===== src/sv/bcpt_pkg.sv =====
// Package for the commutation period tracker.
// Holds the beat types, request codes, register indexes and step helper.
// No dependencies.
package bcpt_pkg;

   localparam int unsigned STEPS      = 6;
   localparam int unsigned STEP_W     = $clog2(STEPS);
   localparam int unsigned TIME_W     = 16;
   localparam int unsigned SUM_W      = 19;
   localparam int unsigned DELAY_W    = 15;
   localparam int unsigned FAIL_W     = 8;
   localparam int unsigned CSR_IDX_W  = 1;
   localparam int unsigned CSR_DATA_W = 16;

   localparam logic [15:0] SETTLE_RESET = 16'd100;
   localparam logic [7:0]  LIMIT_RESET  = 8'd10;

   typedef logic [STEP_W-1:0] step_type;

   typedef enum logic [1:0] {
      REQ_ZERO_CROSS = 2'd0,
      REQ_TIMEOUT    = 2'd1,
      REQ_ENTER      = 2'd2
   } req_code_type;

   typedef enum logic [CSR_IDX_W-1:0] {
      CSR_SETTLE_COUNT = 1'd0,
      CSR_FAIL_LIMIT   = 1'd1
   } csr_index_type;

   typedef struct packed {
      logic [1:0]        req_type;
      logic [TIME_W-1:0] elapsed_time;
   } req_beat_type;

   typedef struct packed {
      logic               accepted;
      logic [DELAY_W-1:0] advance_delay;
      logic               stalled;
      logic [SUM_W-1:0]   filtered_period;
      logic [FAIL_W-1:0]  fail_level;
      logic [2:0]         step_index;
   } rsp_beat_type;

   // Control from the execute logic to the period window store
   typedef struct packed {
      logic              rd_en;
      step_type          rd_step;
      logic              wr_en;
      step_type          wr_addr;
      logic [TIME_W-1:0] wr_data;
      logic              clear;
   } win_ctl_type;

   function automatic step_type step_next(input step_type s);
      step_type r;
      if (s == step_type'(STEPS - 1)) begin
         r = '0;
      end else begin
         r = s + step_type'(1);
      end
      return r;
   endfunction

endpackage


===== src/sv/bcpt_window_mem.sv =====
// Six-slot period window store: synchronous array, two registered read ports.
// Per-slot valid flags give zero for slots not written since reset or enter.
// Depends on bcpt_pkg.
module bcpt_window_mem (
   input  logic                                clock,
   input  logic                                reset,
   input  bcpt_pkg::win_ctl_type               ctl,
   input  bcpt_pkg::step_type                  ex_slot,
   output logic [bcpt_pkg::TIME_W-1:0]         slot_data
);
   import bcpt_pkg::*;

   logic [TIME_W-1:0] mem [STEPS];
   logic [STEPS-1:0]  valid_ff;
   logic [STEPS-1:0]  valid_in;
   logic [TIME_W-1:0] q0_ff, q1_ff;
   step_type          a0_ff, a1_ff;
   step_type          a0, a1;

   // Both candidate slots: the next step, and the one after in case the
   // item ahead advances the step at the same edge.
   assign a0 = step_next(ctl.rd_step);
   assign a1 = step_next(a0);

   always_ff @(posedge clock) begin
      if (ctl.wr_en) begin
         mem[ctl.wr_addr] <= ctl.wr_data;
      end
      if (ctl.rd_en) begin
         q0_ff <= mem[a0];
         q1_ff <= mem[a1];
         a0_ff <= a0;
         a1_ff <= a1;
      end
   end

   always_comb begin
      valid_in = valid_ff;
      if (ctl.clear) begin
         valid_in = '0;
      end else if (ctl.wr_en) begin
         valid_in[ctl.wr_addr] = 1'b1;
      end
   end

   always_ff @(posedge clock) begin
      if (reset) begin
         valid_ff <= '0;
      end else begin
         valid_ff <= valid_in;
      end
   end

   always_comb begin
      slot_data = '0;
      if (valid_ff[ex_slot]) begin
         slot_data = (ex_slot == a0_ff) ? q0_ff : q1_ff;
      end
      if (ex_slot != a0_ff && ex_slot != a1_ff) begin
         slot_data = '0;
      end
   end

endmodule


===== src/sv/bldc_commutation_period_tracker.sv =====
// Commutation period tracker for a sensorless BLDC drive (closed loop).
// Request to response: through the execute register, then the output register.
// Throughput: 1 beat per cycle while rsp_ready does not hold back the output;
//   window slot read registered at accept, before execute reads and rewrites it.
// Reset (synchronous, active high): all tracking state zero, window empty,
//   settle_count 100, fail_limit 10, pipeline empty. No clearing pass.
module bldc_commutation_period_tracker (
   input  logic                              clock,
   input  logic                              reset,
   input  logic                              req_valid,
   output logic                              req_ready,
   input  bcpt_pkg::req_beat_type            req_data,
   output logic                              rsp_valid,
   input  logic                              rsp_ready,
   output bcpt_pkg::rsp_beat_type            rsp_data,
   input  logic                              csr_wr_en,
   input  logic [bcpt_pkg::CSR_IDX_W-1:0]    csr_index,
   input  logic [bcpt_pkg::CSR_DATA_W-1:0]   csr_wdata
);
   import bcpt_pkg::*;

   // ---------------- configuration ----------------
   logic [15:0] settle_ff;
   logic [7:0]  limit_ff;

   always_ff @(posedge clock) begin
      if (reset) begin
         settle_ff <= SETTLE_RESET;
         limit_ff  <= LIMIT_RESET;
      end else if (csr_wr_en) begin
         unique case (csr_index_type'(csr_index))
            CSR_SETTLE_COUNT: settle_ff <= csr_wdata;
            CSR_FAIL_LIMIT:   limit_ff  <= csr_wdata[7:0];
            default: ;
         endcase
      end
   end

   // ---------------- handshake / pipeline control ----------------
   logic         ex_valid_ff;
   req_beat_type ex_beat_ff;
   logic         rsp_valid_ff;
   rsp_beat_type rsp_beat_ff;
   logic         ex_move;
   logic         accept;

   // Execute retires when the output register is empty or being drained
   assign ex_move   = ex_valid_ff && (!rsp_valid_ff || rsp_ready);
   assign req_ready = !ex_valid_ff || ex_move;
   assign accept    = req_valid && req_ready;

   always_ff @(posedge clock) begin
      if (reset) begin
         ex_valid_ff <= 1'b0;
      end else if (accept) begin
         ex_valid_ff <= 1'b1;
      end else if (ex_move) begin
         ex_valid_ff <= 1'b0;
      end
   end

   always_ff @(posedge clock) begin
      if (accept) begin
         ex_beat_ff <= req_data;
      end
   end

   // ---------------- tracking state ----------------
   step_type          step_ff,  step_in;
   logic [SUM_W-1:0]  wsum_ff,  wsum_in;
   logic [SUM_W-1:0]  filt_ff,  filt_in;
   logic [15:0]       count_ff, count_in;
   logic [FAIL_W-1:0] fail_ff,  fail_in;
   logic              stall_ff, stall_in;

   // ---------------- period window store ----------------
   win_ctl_type       win_ctl;
   step_type          ex_slot;
   logic [TIME_W-1:0] old_period;

   bcpt_window_mem u_window (
      .clock     (clock),
      .reset     (reset),
      .ctl       (win_ctl),
      .ex_slot   (ex_slot),
      .slot_data (old_period)
   );

   // ---------------- execute ----------------
   logic [TIME_W-1:0] e;
   logic [16:0]       e_inc;
   logic [20:0]       glitch_lhs;
   logic              settled;
   logic              glitch;
   logic              zc_take;
   logic [SUM_W-1:0]  wsum_new;
   logic [21:0]       filt_x7;
   logic [21:0]       filt_acc;
   logic [SUM_W-1:0]  filt_new;
   logic [15:0]       count_new;
   logic [20:0]       e_x24;
   logic [21:0]       filt_x5;
   logic              in_window;

   assign e       = ex_beat_ff.elapsed_time;
   assign ex_slot = step_next(step_ff);
   assign settled = count_ff > settle_ff;

   // e < floor(f/12)  <=>  12*(e+1) <= f
   assign e_inc      = {1'b0, e} + 17'd1;
   assign glitch_lhs = 21'({e_inc, 3'b000}) + 21'({e_inc, 2'b00});
   assign glitch     = settled && (glitch_lhs <= 21'(filt_ff));

   // 7f + window sum stays below 2^22
   assign wsum_new  = wsum_ff - SUM_W'(old_period) + SUM_W'(e);
   assign filt_x7   = 22'({filt_ff, 3'b000}) - 22'(filt_ff);
   assign filt_acc  = filt_x7 + 22'(wsum_new);
   assign filt_new  = filt_acc[21:3];
   assign count_new = (count_ff == 16'hFFFF) ? count_ff : count_ff + 16'd1;

   // Period must lie strictly between f/8 and 5f/24 of the updated filtered period
   assign e_x24     = 21'({e, 4'b0000}) + 21'({e, 3'b000});
   assign filt_x5   = 22'({filt_new, 2'b00}) + 22'(filt_new);
   assign in_window = (e > filt_new[18:3]) && (22'(e_x24) < filt_x5);

   always_comb begin
      step_in  = step_ff;
      wsum_in  = wsum_ff;
      filt_in  = filt_ff;
      count_in = count_ff;
      fail_in  = fail_ff;
      stall_in = stall_ff;
      zc_take  = 1'b0;
      case (req_code_type'(ex_beat_ff.req_type))
         REQ_ZERO_CROSS: begin
            if (!stall_ff && !glitch) begin
               zc_take  = 1'b1;
               step_in  = ex_slot;
               wsum_in  = wsum_new;
               filt_in  = filt_new;
               count_in = count_new;
               if (count_new > settle_ff) begin
                  if (in_window) begin
                     if (fail_ff != '0) begin
                        fail_in = fail_ff - FAIL_W'(1);
                     end
                  end else begin
                     if (fail_ff > limit_ff) begin
                        stall_in = 1'b1;
                     end
                     if (fail_ff != '1) begin
                        fail_in = fail_ff + FAIL_W'(1);
                     end
                  end
               end
            end
         end
         REQ_TIMEOUT: begin
            if (settled) begin
               stall_in = 1'b1;
            end
         end
         REQ_ENTER: begin
            wsum_in  = '0;
            filt_in  = SUM_W'(e);
            count_in = '0;
            fail_in  = '0;
            stall_in = 1'b0;
         end
         default: ;
      endcase
   end

   always_comb begin
      win_ctl.rd_en   = accept;
      win_ctl.rd_step = step_ff;
      win_ctl.wr_en   = ex_move && zc_take;
      win_ctl.wr_addr = ex_slot;
      win_ctl.wr_data = e;
      win_ctl.clear   = ex_move && (req_code_type'(ex_beat_ff.req_type) == REQ_ENTER);
   end

   always_ff @(posedge clock) begin
      if (reset) begin
         step_ff  <= '0;
         wsum_ff  <= '0;
         filt_ff  <= '0;
         count_ff <= '0;
         fail_ff  <= '0;
         stall_ff <= 1'b0;
      end else if (ex_move) begin
         step_ff  <= step_in;
         wsum_ff  <= wsum_in;
         filt_ff  <= filt_in;
         count_ff <= count_in;
         fail_ff  <= fail_in;
         stall_ff <= stall_in;
      end
   end

   // ---------------- output register ----------------
   always_ff @(posedge clock) begin
      if (reset) begin
         rsp_valid_ff <= 1'b0;
      end else if (ex_move) begin
         rsp_valid_ff <= 1'b1;
      end else if (rsp_ready) begin
         rsp_valid_ff <= 1'b0;
      end
   end

   always_ff @(posedge clock) begin
      if (ex_move) begin
         rsp_beat_ff.accepted        <= zc_take;
         // delay comes from the filtered period before this beat's update
         rsp_beat_ff.advance_delay   <= zc_take ? filt_ff[18:4] : '0;
         rsp_beat_ff.stalled         <= stall_in;
         rsp_beat_ff.filtered_period <= filt_in;
         rsp_beat_ff.fail_level      <= fail_in;
         rsp_beat_ff.step_index      <= 3'(step_in);
      end
   end

   assign rsp_valid = rsp_valid_ff;
   assign rsp_data  = rsp_beat_ff;

endmodule


===== config.mk =====
export PLATFORM = sky130hd
export DESIGN_NAME = bldc_commutation_period_tracker
export DESIGN_NICKNAME = d
export VERILOG_FILES = /design/src/sv/bcpt_pkg.sv /design/src/sv/bcpt_window_mem.sv /design/src/sv/bldc_commutation_period_tracker.sv
export SDC_FILE = /design/constraint.sdc
export NUM_CORES = 1
export LEC_CHECK = 0
export BUFFER_PORTS_ARGS = -buffer_cell sky130_fd_sc_hd__buf_2
export CORE_MARGIN = 5
export CORE_UTILIZATION = 45
export DETAILED_ROUTE_END_ITERATION = 8
export PLACE_DENSITY = 0.61
export RECOVER_POWER = 25
export SETUP_SLACK_MARGIN = 0.4
export SLEW_MARGIN = 15
export SYNTH_ARGS = -nofsm -noshare
export SYNTH_HDL_FRONTEND = slang
export SYNTH_SLANG_ARGS = --single-unit
export TNS_END_PERCENT = 30

===== constraint.sdc =====
create_clock -name clock -period 14.44 [get_ports clock]
set_input_delay 2.166 -clock clock [delete_from_list [all_inputs] [get_ports clock]]
set_output_delay 2.166 -clock clock [all_outputs]
set_load 0.03 [all_outputs]

# Word level (Yosys, flattened, before mapping)
# Memories as Yosys holds them, arrays and structs flattened. A register that Yosys moved wholly into a read port is not among the register bits.
# Index checks and enable logic that the tools add are counted.
# classes
n_addsub	13
n_lt_le_gt_ge	8
eq_ne	10
mux	38
bitwise_logic	2
n_reduce_logical	24
# op_table
op	count
$mux W16	5
$pmux W19 S2	2
$gt A16 B16 Y1	3
$add A20 B19 Y21	2
$mux W8	5
$mux W19	2
$pmux W16 S2	1
$add A21 B19 Y22	1
$add A22 B19 Y22	1
$lt A21 B22 Y1	1
$sub A22 B19 Y22	1
$le A21 B19 Y1	1
$add A19 B16 Y19	1
$sub A19 B16 Y19	1
$add A16 B1 Y17 const B	1
$add A16 B1 Y16 const B	1
$eq A16 B16 Y1 const B	1
$pmux W8 S2	1
$mux W1	15
$mux W3	4
$logic_and A1 B1 Y1	9
$add A8 B1 Y8 const B	1
$gt A8 B8 Y1	1
$ne A8 B8 Y1 const B	1
other kinds (23)	33
# totals
ff_bits	169
ramBits	96
inputBits	40
out_inout_bits	49
mem_count	1
# memory_table
name	words	width	rd	rd_ports_with_merged_regs	write_ports	line_no	source
u_window.mem	6	16	2	2	1	bcpt_window_mem.sv:13	logic [TIME_W-1:0] mem [STEPS];

# Logic depth before layout (Yosys ltp)
# Gate-level depths: netlist of run 1.
# logic_depth
ltp_word	16
depth_mapped	51
ltp_nobuf	50

# Modules after synthesis
# A second synthesis of run 1 with hierarchy kept.
# hier_totals
hier_cells	2051
area_unflattened_um2	20433.3
# modules_own_cells
mod	instances	cells_per_inst	area_per_inst_um2	seq_area_each_um2
bldc_commutation_period_tracker	1	1705	14208.6	3793.6
bcpt_window_mem	1	346	6224.7	4144.0

# Least setup slack after synthesis of run 1
# No wires, ideal clock.
# synth_path
kind	flip-flop to flip-flop
from	reg step_ff[1]
to	reg fail_ff[7]
setup_ns	0.092
arrival_time_ns	9.942
t_required_ns	14.348
slack_ns	4.406
path_stages_with_launch	46
path_buffers	1
period_less_slack_ns	10.034
path_cell_list	dfxtp_1 -> clkbuf_1 -> nor2_1 -> a21oi_1 -> o32ai_1 -> o21ai_1 -> a221o_1 -> nor2_1 -> fa_1 -> inv_1 -> ha_1 -> a21o_1 -> a21oi_1 -> o21bai_1 -> a2111oi_0 -> nor2_1 -> a21o_1 -> a21oi_1 -> [10 not listed] -> inv_1 -> ha_1 -> a21boi_0 -> nand2_1 -> a211o_1 -> xor2_1 -> ha_1 -> nor2b_1 -> o21ai_0 -> nand2_1 -> a211o_1 -> o221ai_1 -> a31oi_1 -> o22a_1 -> o41a_2 -> nor2_1 -> mux2_2 -> o32ai_1
# synth_between
elab_chain_cells	16
# synth_rtl
element	line_no	source
start: declaration	bldc_commutation_period_tracker.sv:69	step_type step_ff, step_in;
start signal: assignment	bldc_commutation_period_tracker.sv:192	step_ff <= step_in;
$add A3 B1 Y3 or $eq A3 B3 Y1 (tied branches)	bcpt_pkg.sv:60, bcpt_pkg.sv:57	
$mux W3 (*)	bcpt_pkg.sv:57	if (s == step_type'(STEPS - 1)) begin
$bmux W1 S3 or $eq A3 B3 Y1 (tied branches)	bcpt_window_mem.sv:56, bcpt_window_mem.sv:57	
$mux W1 (implied by the code) or $mux W16 (tied branches)	bcpt_window_mem.sv:56, bcpt_window_mem.sv:57	
$mux W16	bcpt_window_mem.sv:56	if (valid_ff[ex_slot]) begin
$mux W16 (*)	bcpt_window_mem.sv:59	if (ex_slot != a0_ff && ex_slot != a1_ff) begin
$sub A19 B16 Y19 (*)	bldc_commutation_period_tracker.sv:115	assign wsum_new = wsum_ff - SUM_W'(old_period) + SUM_W'(e);
$add A19 B16 Y19 (*)	bldc_commutation_period_tracker.sv:115	
$add A22 B19 Y22 (*)	bldc_commutation_period_tracker.sv:117	assign filt_acc = filt_x7 + 22'(wsum_new);
$add A21 B19 Y22	bldc_commutation_period_tracker.sv:123	assign filt_x5 = 22'({filt_new, 2'b00}) + 22'(filt_new);
$lt A21 B22 Y1	bldc_commutation_period_tracker.sv:124	assign in_window = (e > filt_new[18:3]) && (22'(e_x24) < filt_x5);
$logic_and A1 B1 Y1 (*)	bldc_commutation_period_tracker.sv:124	
$mux W8 (*)	bldc_commutation_period_tracker.sv:143	if (in_window) begin
$mux W8 (*)	bldc_commutation_period_tracker.sv:142	if (count_new > settle_ff) begin
$mux W8 (*)	bldc_commutation_period_tracker.sv:136	if (!stall_ff && !glitch) begin
$pmux W8 S2 (*)	bldc_commutation_period_tracker.sv:134	case (req_code_type'(ex_beat_ff.req_type))
end signal: assignment	bldc_commutation_period_tracker.sv:196	fail_ff <= fail_in;
end: declaration	bldc_commutation_period_tracker.sv:73	logic [FAIL_W-1:0] fail_ff, fail_in;
# Every way passes the cells marked *; elsewhere a longest branch is shown, timed or not. The select of a mux whose other input is x is not followed.
# A chain may end at the register's enable or synchronous reset.

# Worst setup path in the final report of run 1
# Same ends and word-level chain as after synthesis.

==> metrics, run 1 <==
DRC violations left=0; CTS tree=yes; Total Routing Usage GR=between 20% and 30%; flops & latches, synth=approximately 300; Worst Reg2Reg Path Length in Cells=45; Ports=89; clk_lat worst skew=around 0.54 ns; Initial Util=between 40% and 50%; CTS root buf=clkbuf_16; pin count of the biggest net entering global routing=between 80 and 90; fin. max-slew vios=0; WL final=between 50,000 and 60,000 µm; critical path class=reg2reg; Post-Syn Area=between 15,000 and 20,000 µm²; Area Growth Syn to Fin=10.7%; final clock skew=between 0.02 and 0.025 ns; Net Count, Synth=2,281; minimum clock period=12.16 ns; Starting DRT DRC Count=about 1.5k; Slowest-stage cell, CP=nor2b_1; Hold Startpoint=wsum_ff[2]; max cap viols=0; GPL Wtd Cong=about 0.93; outcome=finished clean; Setup TNS=0 ns; sequential area share after synthesis=40.1%; Multi-input gate area=around 11,000 µm²; clock sink count=297; Worst Hold Class=reg2reg; grt total ovfl=0; drt via density=just under 6; Ys Warns=0; Crit Reg-Reg Startpoint=step_ff[1]; worst path required time=around 15 ns; share of cells above drive strength 1=~9.8%; Primary FF master, synth=edfxtp_1; RSZ-0062 raised after global routing=no; worst stage delay on the critical path=0.98 ns; die height=between 200 and 250 µm; Synth async-reset ratio=0%; Worst EP arrival=12.59 ns; final setup fails=0; die width=220 µm; pre-CTS WS=approximately 2.4 ns; Final ANT Viol Nets=0; die footprint=between 40,000 and 50,000 µm²; fin worst setup slack=around 2.3 ns; Reg area=around 7900 µm²; Min-Delay Path Depth=2; part of the cycle the worst path needs=between 80% and 90%; Worst setup SP type=flop; syn avg cell area=between 9 and 10 µm²; Pre-Repair DR Iteration Count=6; antenna violations before repair=0; wire per inst=~21 µm; final hold vios=0; IO Port Bufs=88; DR vias=~16k; Hold Path Sink=wsum_ff[2]; clock transition at the registers of the reported paths=roughly 0.06 ns; filler instances=about 4k; core area=between 40,000 and 50,000 µm²; Post-CTS Setup Inserts=0; CTS max path bufs=3; nature of the critical path endpoint=flop; post-synth cell types=a little over 80; vias in the first global route=roughly 16k; Placed Instance Area=20,900 µm²; nets@finish=2,352; first-pass GRT wire length=roughly 88,000 µm; post-CTS resize count=0; worst-path maximum fanout=45; cells after synthesis=between 2k and 2.5k; Least-Margin Pin Slew=1.20 ns; Reg2Reg Capture Point=fail_ff[7]; Worst path most repeated cell=nor2_1; H-tree depth=2; Post-synth EDFFs=a little under 200; Slew HR=18.7%; TritonCTS buffer count=35; # rows=76; design area=21,900 µm²; post-DP HPWL=between 40,000 and 50,000 µm; worst reg-to-reg setup slack=about 2.3 ns; Peak Freq=slightly above 80 MHz; ant diodes=0; hold_buf cts=0
## through the flow
stage | util, % | instances | hold slack (ns)
floorplan | - | 2024 | 0.432
finish | 50.7 | 2703 | 0.455
CTS | 50.7 | 2703 | 0.458
global placement | 48.2 | 2643 | 0.442
detailed placement | 48.2 | 2643 | 0.447
global route | 50.7 | 2703 | 0.472
## cell usage in the layout (no fill, tap or decap), drive strengths merged, types with 8 or more instances in the layout
cell    count
inv       212
edfxtp    199
ha        182
a21oi     179
nand2     161
nor2      149
buf       112
dfxtp      98
xnor2      84
o21ai      63
mux2i      56
nand3      50
clkbuf     50
fa         35
a21o       32
nor3       32
xor2       30
o21a       28
nand4      25
a222oi     23
nor4       22
nand2b     18
o22ai      17
a31oi      17
o21bai     16
o31ai      15
and3       15
nor2b      15
a221oi     13
or3        12
mux4       12
a22oi      11
a211oi     11
o211ai      9
clkinv      9
mux2        8
and2        8
## cells by family (layout without fill, tap and decap cells)
| logic type | after synthesis | in the layout | share of synthesized area (%) |
|---|---|---|---|
| mux | 76 | 76 | 4.65 |
| buf+inv | 291 | 385 | 5.56 |
| flops | 297 | 297 | 40.1 |
| compound gates | 494 | 494 | 16.7 |
| simple gates | 531 | 531 | 12.6 |
| xor+xnor | 114 | 114 | 5.14 |
| fa+ha+maj | 221 | 221 | 15.2 |
## sequential cells by signal (all words and copies together) (netlist names)
name and flops:
u_window.q0_ff 16, fail_ff 8, ex_valid_ff 1, u_window.mem 96
limit_ff 8, u_window.a1_ff 3, step_ff 3, e 16
ex_beat_ff 2, u_window.a0_ff 3, settle_ff 16, u_window.valid_ff 6
stall_ff 1, rsp_valid 1, filt_ff 19, rsp_data 47
count_ff 16, wsum_ff 19, u_window.q1_ff 16
## worst max path at each step
stage,slack (ns),cells past startpoint,endpoint,from
4_1_cts,2.41,45,fail_ff[7],step_ff[1]
2_1_floorplan,4.41,45,fail_ff[7],step_ff[1]
3_5_place_dp,2.45,45,fail_ff[7],step_ff[1]
6_report,2.28,45,fail_ff[7],step_ff[1]
5_1_grt,1.34,43,fail_ff[7],step_ff[1]
3_3_place_gp,2.74,43,fail_ff[7],step_ff[1]
## layout make-up
type,count,area share [%]
flip-flops and latches,297,36.2
well taps,585,3.34
multi-input cells,1436,49.1
inverters,209,3.58
clock inverters,14,0.451
clock buffers,46,4.37
repair buffers,116,2.91
## worst max-delay path: cells and delay by family, from the launching register on
family	cells	cell delay, ns
simple gates	11	2.45
mux	1	0.38
compound gates	20	4.90
xor+xnor	3	1.12
fa+ha+maj	6	2.02
flops	1	0.31
buf+inv	4	0.85
## metal layers
metal | share of wire [%] | routed length [µm] | GRT usage [%]
met1 | 45 | 25300 | 32.4
met2 | 46 | 26200 | 37.3
met3 | 6.1 | 3410 | 3.34
met4 | 2.6 | 1460 | 7.07
met5 | 0 | 0 | 0
## Yosys cell counts (9+ instances only)
cell	instances	area, µm²
inv_1	206	773
edfxtp_1	199	5980
ha_1	182	2280
a21oi_1	178	891
nand2_1	161	604
nor2_1	149	559
dfxtp_1	98	1960
xnor2_1	83	727
clkbuf_1	64	240
o21ai_0	61	305
mux2i_1	56	561
nand3_1	50	250
fa_1	35	701
a21o_1	32	240
nor3_1	30	150
xor2_1	30	263
o21a_1	28	210
nand4_1	25	156
a222oi_1	23	230
nor4_1	22	138
nand2b_1	17	106
o22ai_1	17	106
buf_1	16	60.1
o21bai_1	16	120
a31oi_1	15	93.8
and3_1	15	93.8
nor2b_1	15	93.8
o31ai_1	15	113
a221oi_1	13	114
mux4_2	12	270
or3_1	12	75.1
a211oi_1	11	82.6
a22oi_1	11	82.6
o211ai_1	9	67.6
Power of run 1 is left out: the tool's default activity adds up to more than one toggle a clock period on the data nets, which glitch-free logic cannot reach.
==> run 2: changes to the inputs <==
Clock period 14.44 ns to 11.82 ns, I/O delays scaled along.
==> run 2 against run 1 <==
Sequential share of layout area shrank 0.52 points. Sequential cell count did not move. Critical path type unchanged. Die area stayed put. Via count is 0.83% lower. Worst setup slack got worse by 1.2 ns. The flow now finishes with violations (max-capacitance violations, max-slew violations). Utilization grew 0.76 points. Critical path depth increased by 4. Worst hold slack about the same. Clock skew barely moved. Maximum frequency grew 13%. Register-to-register slack worse by 1.2 ns. Routed wire length rose by 0.95%.
==> metrics, run 2 (synthesis gave the netlist of run 1 again) <==
final hold vios=0 (unchanged); worst stage delay on the critical path=0.46 ns (was 0.98 ns); die footprint=48,300 µm² (unchanged); H-tree depth=2 (unchanged); post-route insts no fill=2,720 (was 2,703); final setup fails=0 (unchanged); DP Cell Count=2,652 (was 2,643); Total Routing Usage GR=23.3% (was 23.1%); grt total ovfl=0 (unchanged); WL final=56,900 µm (was 56,300 µm); wire per inst=20.9 µm (was 20.8 µm); first-pass GRT wire length=87,400 µm (was 87,600 µm); part of the cycle the worst path needs=90.7% (was 84.2%); final clock skew=0.0237 ns (about the same); die height=220 µm (unchanged); Slew HR=-32.3% (was 18.7%); filler instances=3,928 (was 3,942); Worst EP arrival=11.14 ns (was 12.59 ns); max cap viols=1 (was 0); worst-path maximum fanout=13 (was 45); minimum clock period=10.72 ns (was 12.16 ns); RSZ-0062 raised after global routing=no (unchanged); Biggest register=u_window.mem (unchanged); Reg2Reg Capture Point=fail_ff[7] (unchanged); nature of the critical path endpoint=flop (unchanged); Reg area=7940 µm² (about the same); Initial Util=45.7% (unchanged); nets@finish=2,366 (was 2,352); Ports=89 (unchanged); Multi-input gate area=10,800 µm² (about the same); vias in the first global route=15.4k (was 15.7k); die width=220 µm (unchanged); # rows=76 (unchanged); clock sink count=297 (unchanged); Peak Freq=93.3 MHz (was 82.2 MHz); failing checks=max-capacitance violations, max-slew violations; Worst Reg2Reg Path Length in Cells=49 (was 45); Least-Margin Pin Slew=1.98 ns (was 1.20 ns); Hold Startpoint=settle_ff[10] (was wsum_ff[2]); CTS max path bufs=3 (unchanged); outcome=finished, violations left (was finished clean); GPL Wtd Cong=0.939 (was 0.930); share of cells above drive strength 1=11.3% (was 9.77%); clock transition at the registers of the reported paths=0.06 ns (about the same); pin count of the biggest net entering global routing=81 (was 84); CTS tree=yes (unchanged); critical path class=reg2reg (unchanged); fin. max-slew vios=47 (was 0); clk_lat worst skew=0.55 ns (was 0.54 ns); DRC violations left=0 (unchanged); Hold Path Sink=settle_ff[10] (was wsum_ff[2]); CTS root buf=clkbuf_16 (unchanged); antenna violations before repair=0 (unchanged); drt via density=5.79 (was 5.87); Largest register FFs=96 (unchanged); most frequent cells in the layout=206 x inv_1, 199 x edfxtp_1, 182 x ha_1, 174 x a21oi_1, 161 x nand2_1 (was 206 x inv_1, 199 x edfxtp_1, 182 x ha_1, 178 x a21oi_1, 161 x nand2_1); DR vias=15.7k (was 15.9k); Slowest-stage cell, CP=fa_1 (was nor2b_1); Min-Delay Path Depth=2 (unchanged); worst path required time=12.24 ns (was 14.87 ns); post-DP HPWL=40,800 µm (was 40,200 µm); TritonCTS buffer count=34 (was 35); Starting DRT DRC Count=1,534 (was 1,481); ant diodes=0 (unchanged); Area Growth Syn to Fin=12.4% (was 10.7%); post-layout util=51.4% (was 50.7%); Worst Hold Class=reg2reg (unchanged); Worst setup SP type=flop (unchanged); Crit Reg-Reg Startpoint=step_ff[0] (was step_ff[1]); Setup TNS=0 ns (unchanged); commonest non-fill, non-tap cell in the layout=inv_1 (unchanged); worst reg-to-reg setup slack=1.10 ns (was 2.28 ns); core area=43,300 µm² (unchanged); IO Port Bufs=88 (unchanged); Pre-Repair DR Iteration Count=7 (was 6); Final ANT Viol Nets=0 (unchanged)
-- run 2: changes by cell type in the layout (fill, tap and decap cells not counted), moves of 4 or more --
cell       delta
a21oi_1       -4
a21oi_2       +4
buf_4         +8
bufinv_16     +6
clkinv_2      +7
-- run 2: stage by stage --
stage | area (µm²) | worst slack [ns] | hold WS, ns
after floorplan | 19800 | 1.79 | 0.432
after global placement | 20900 | 1.09 | 0.440
after detailed placement | 20900 | 0.662 | 0.446
after CTS | 22200 | 0.580 | 0.454
after global routing | 22200 | 0.357 | 0.484
final | 22200 | 1.10 | 0.455
-- run 2: worst max path at each step --
stage | startpoint | endpoint
2_1_floorplan | step_ff[1] | fail_ff[7]
3_3_place_gp | step_ff[0] | fail_ff[7]
3_5_place_dp | step_ff[0] | fail_ff[7]
4_1_cts | step_ff[0] | fail_ff[7]
5_1_grt | step_ff[0] | fail_ff[7]
6_report | step_ff[0] | fail_ff[7]
-- run 2: critical path, delay by kind of cell, from the launching register on --
family / cells / cell delay [ns]
AND/OR/NAND/NOR: 10 / 1.30
XOR/XNOR: 3 / 0.74
multiplexers: 1 / 0.37
adder cells (fa/ha/maj): 6 / 1.99
AO/OA/AOI/OAI: 22 / 4.98
flip-flops: 1 / 0.32
buffers and inverters: 7 / 0.91
-- run 2: cell type report --
cell class              instances  area share [%]
clock buffers                  38            4.08
clock inverters                24            1.33
inverters                     209            3.53
multi-input cells            1436            48.7
flip-flops and latches        297            35.7
well taps                     585            3.29
repair buffers                131            3.33
-- run 2: timing repair --
| action | CTS | global route |
|---|---|---|
| hold buffers | 0 | 0 |
| buffers inserted | 0 | 6 |
| endpoints found under the setup margin | 0 | 18 |
| endpoints found under the hold margin | 0 | 0 |
| gates resized for setup | 0 | 15 |
-- run 2: routing by layer --
| layer | track usage (%) | vias to the layer above | routed length, µm |
|---|---|---|---|
| met1 | 32.8 | 7569 | 25800 |
| met2 | 37.0 | 542 | 25600 |
| met4 | 7.74 | 0 | 1670 |
| li1 | - | 7525 | - |
| met3 | 3.60 | 100 | 3810 |
| met5 | 0 | - | 0 |
Power of run 2 is left out for the same reason.
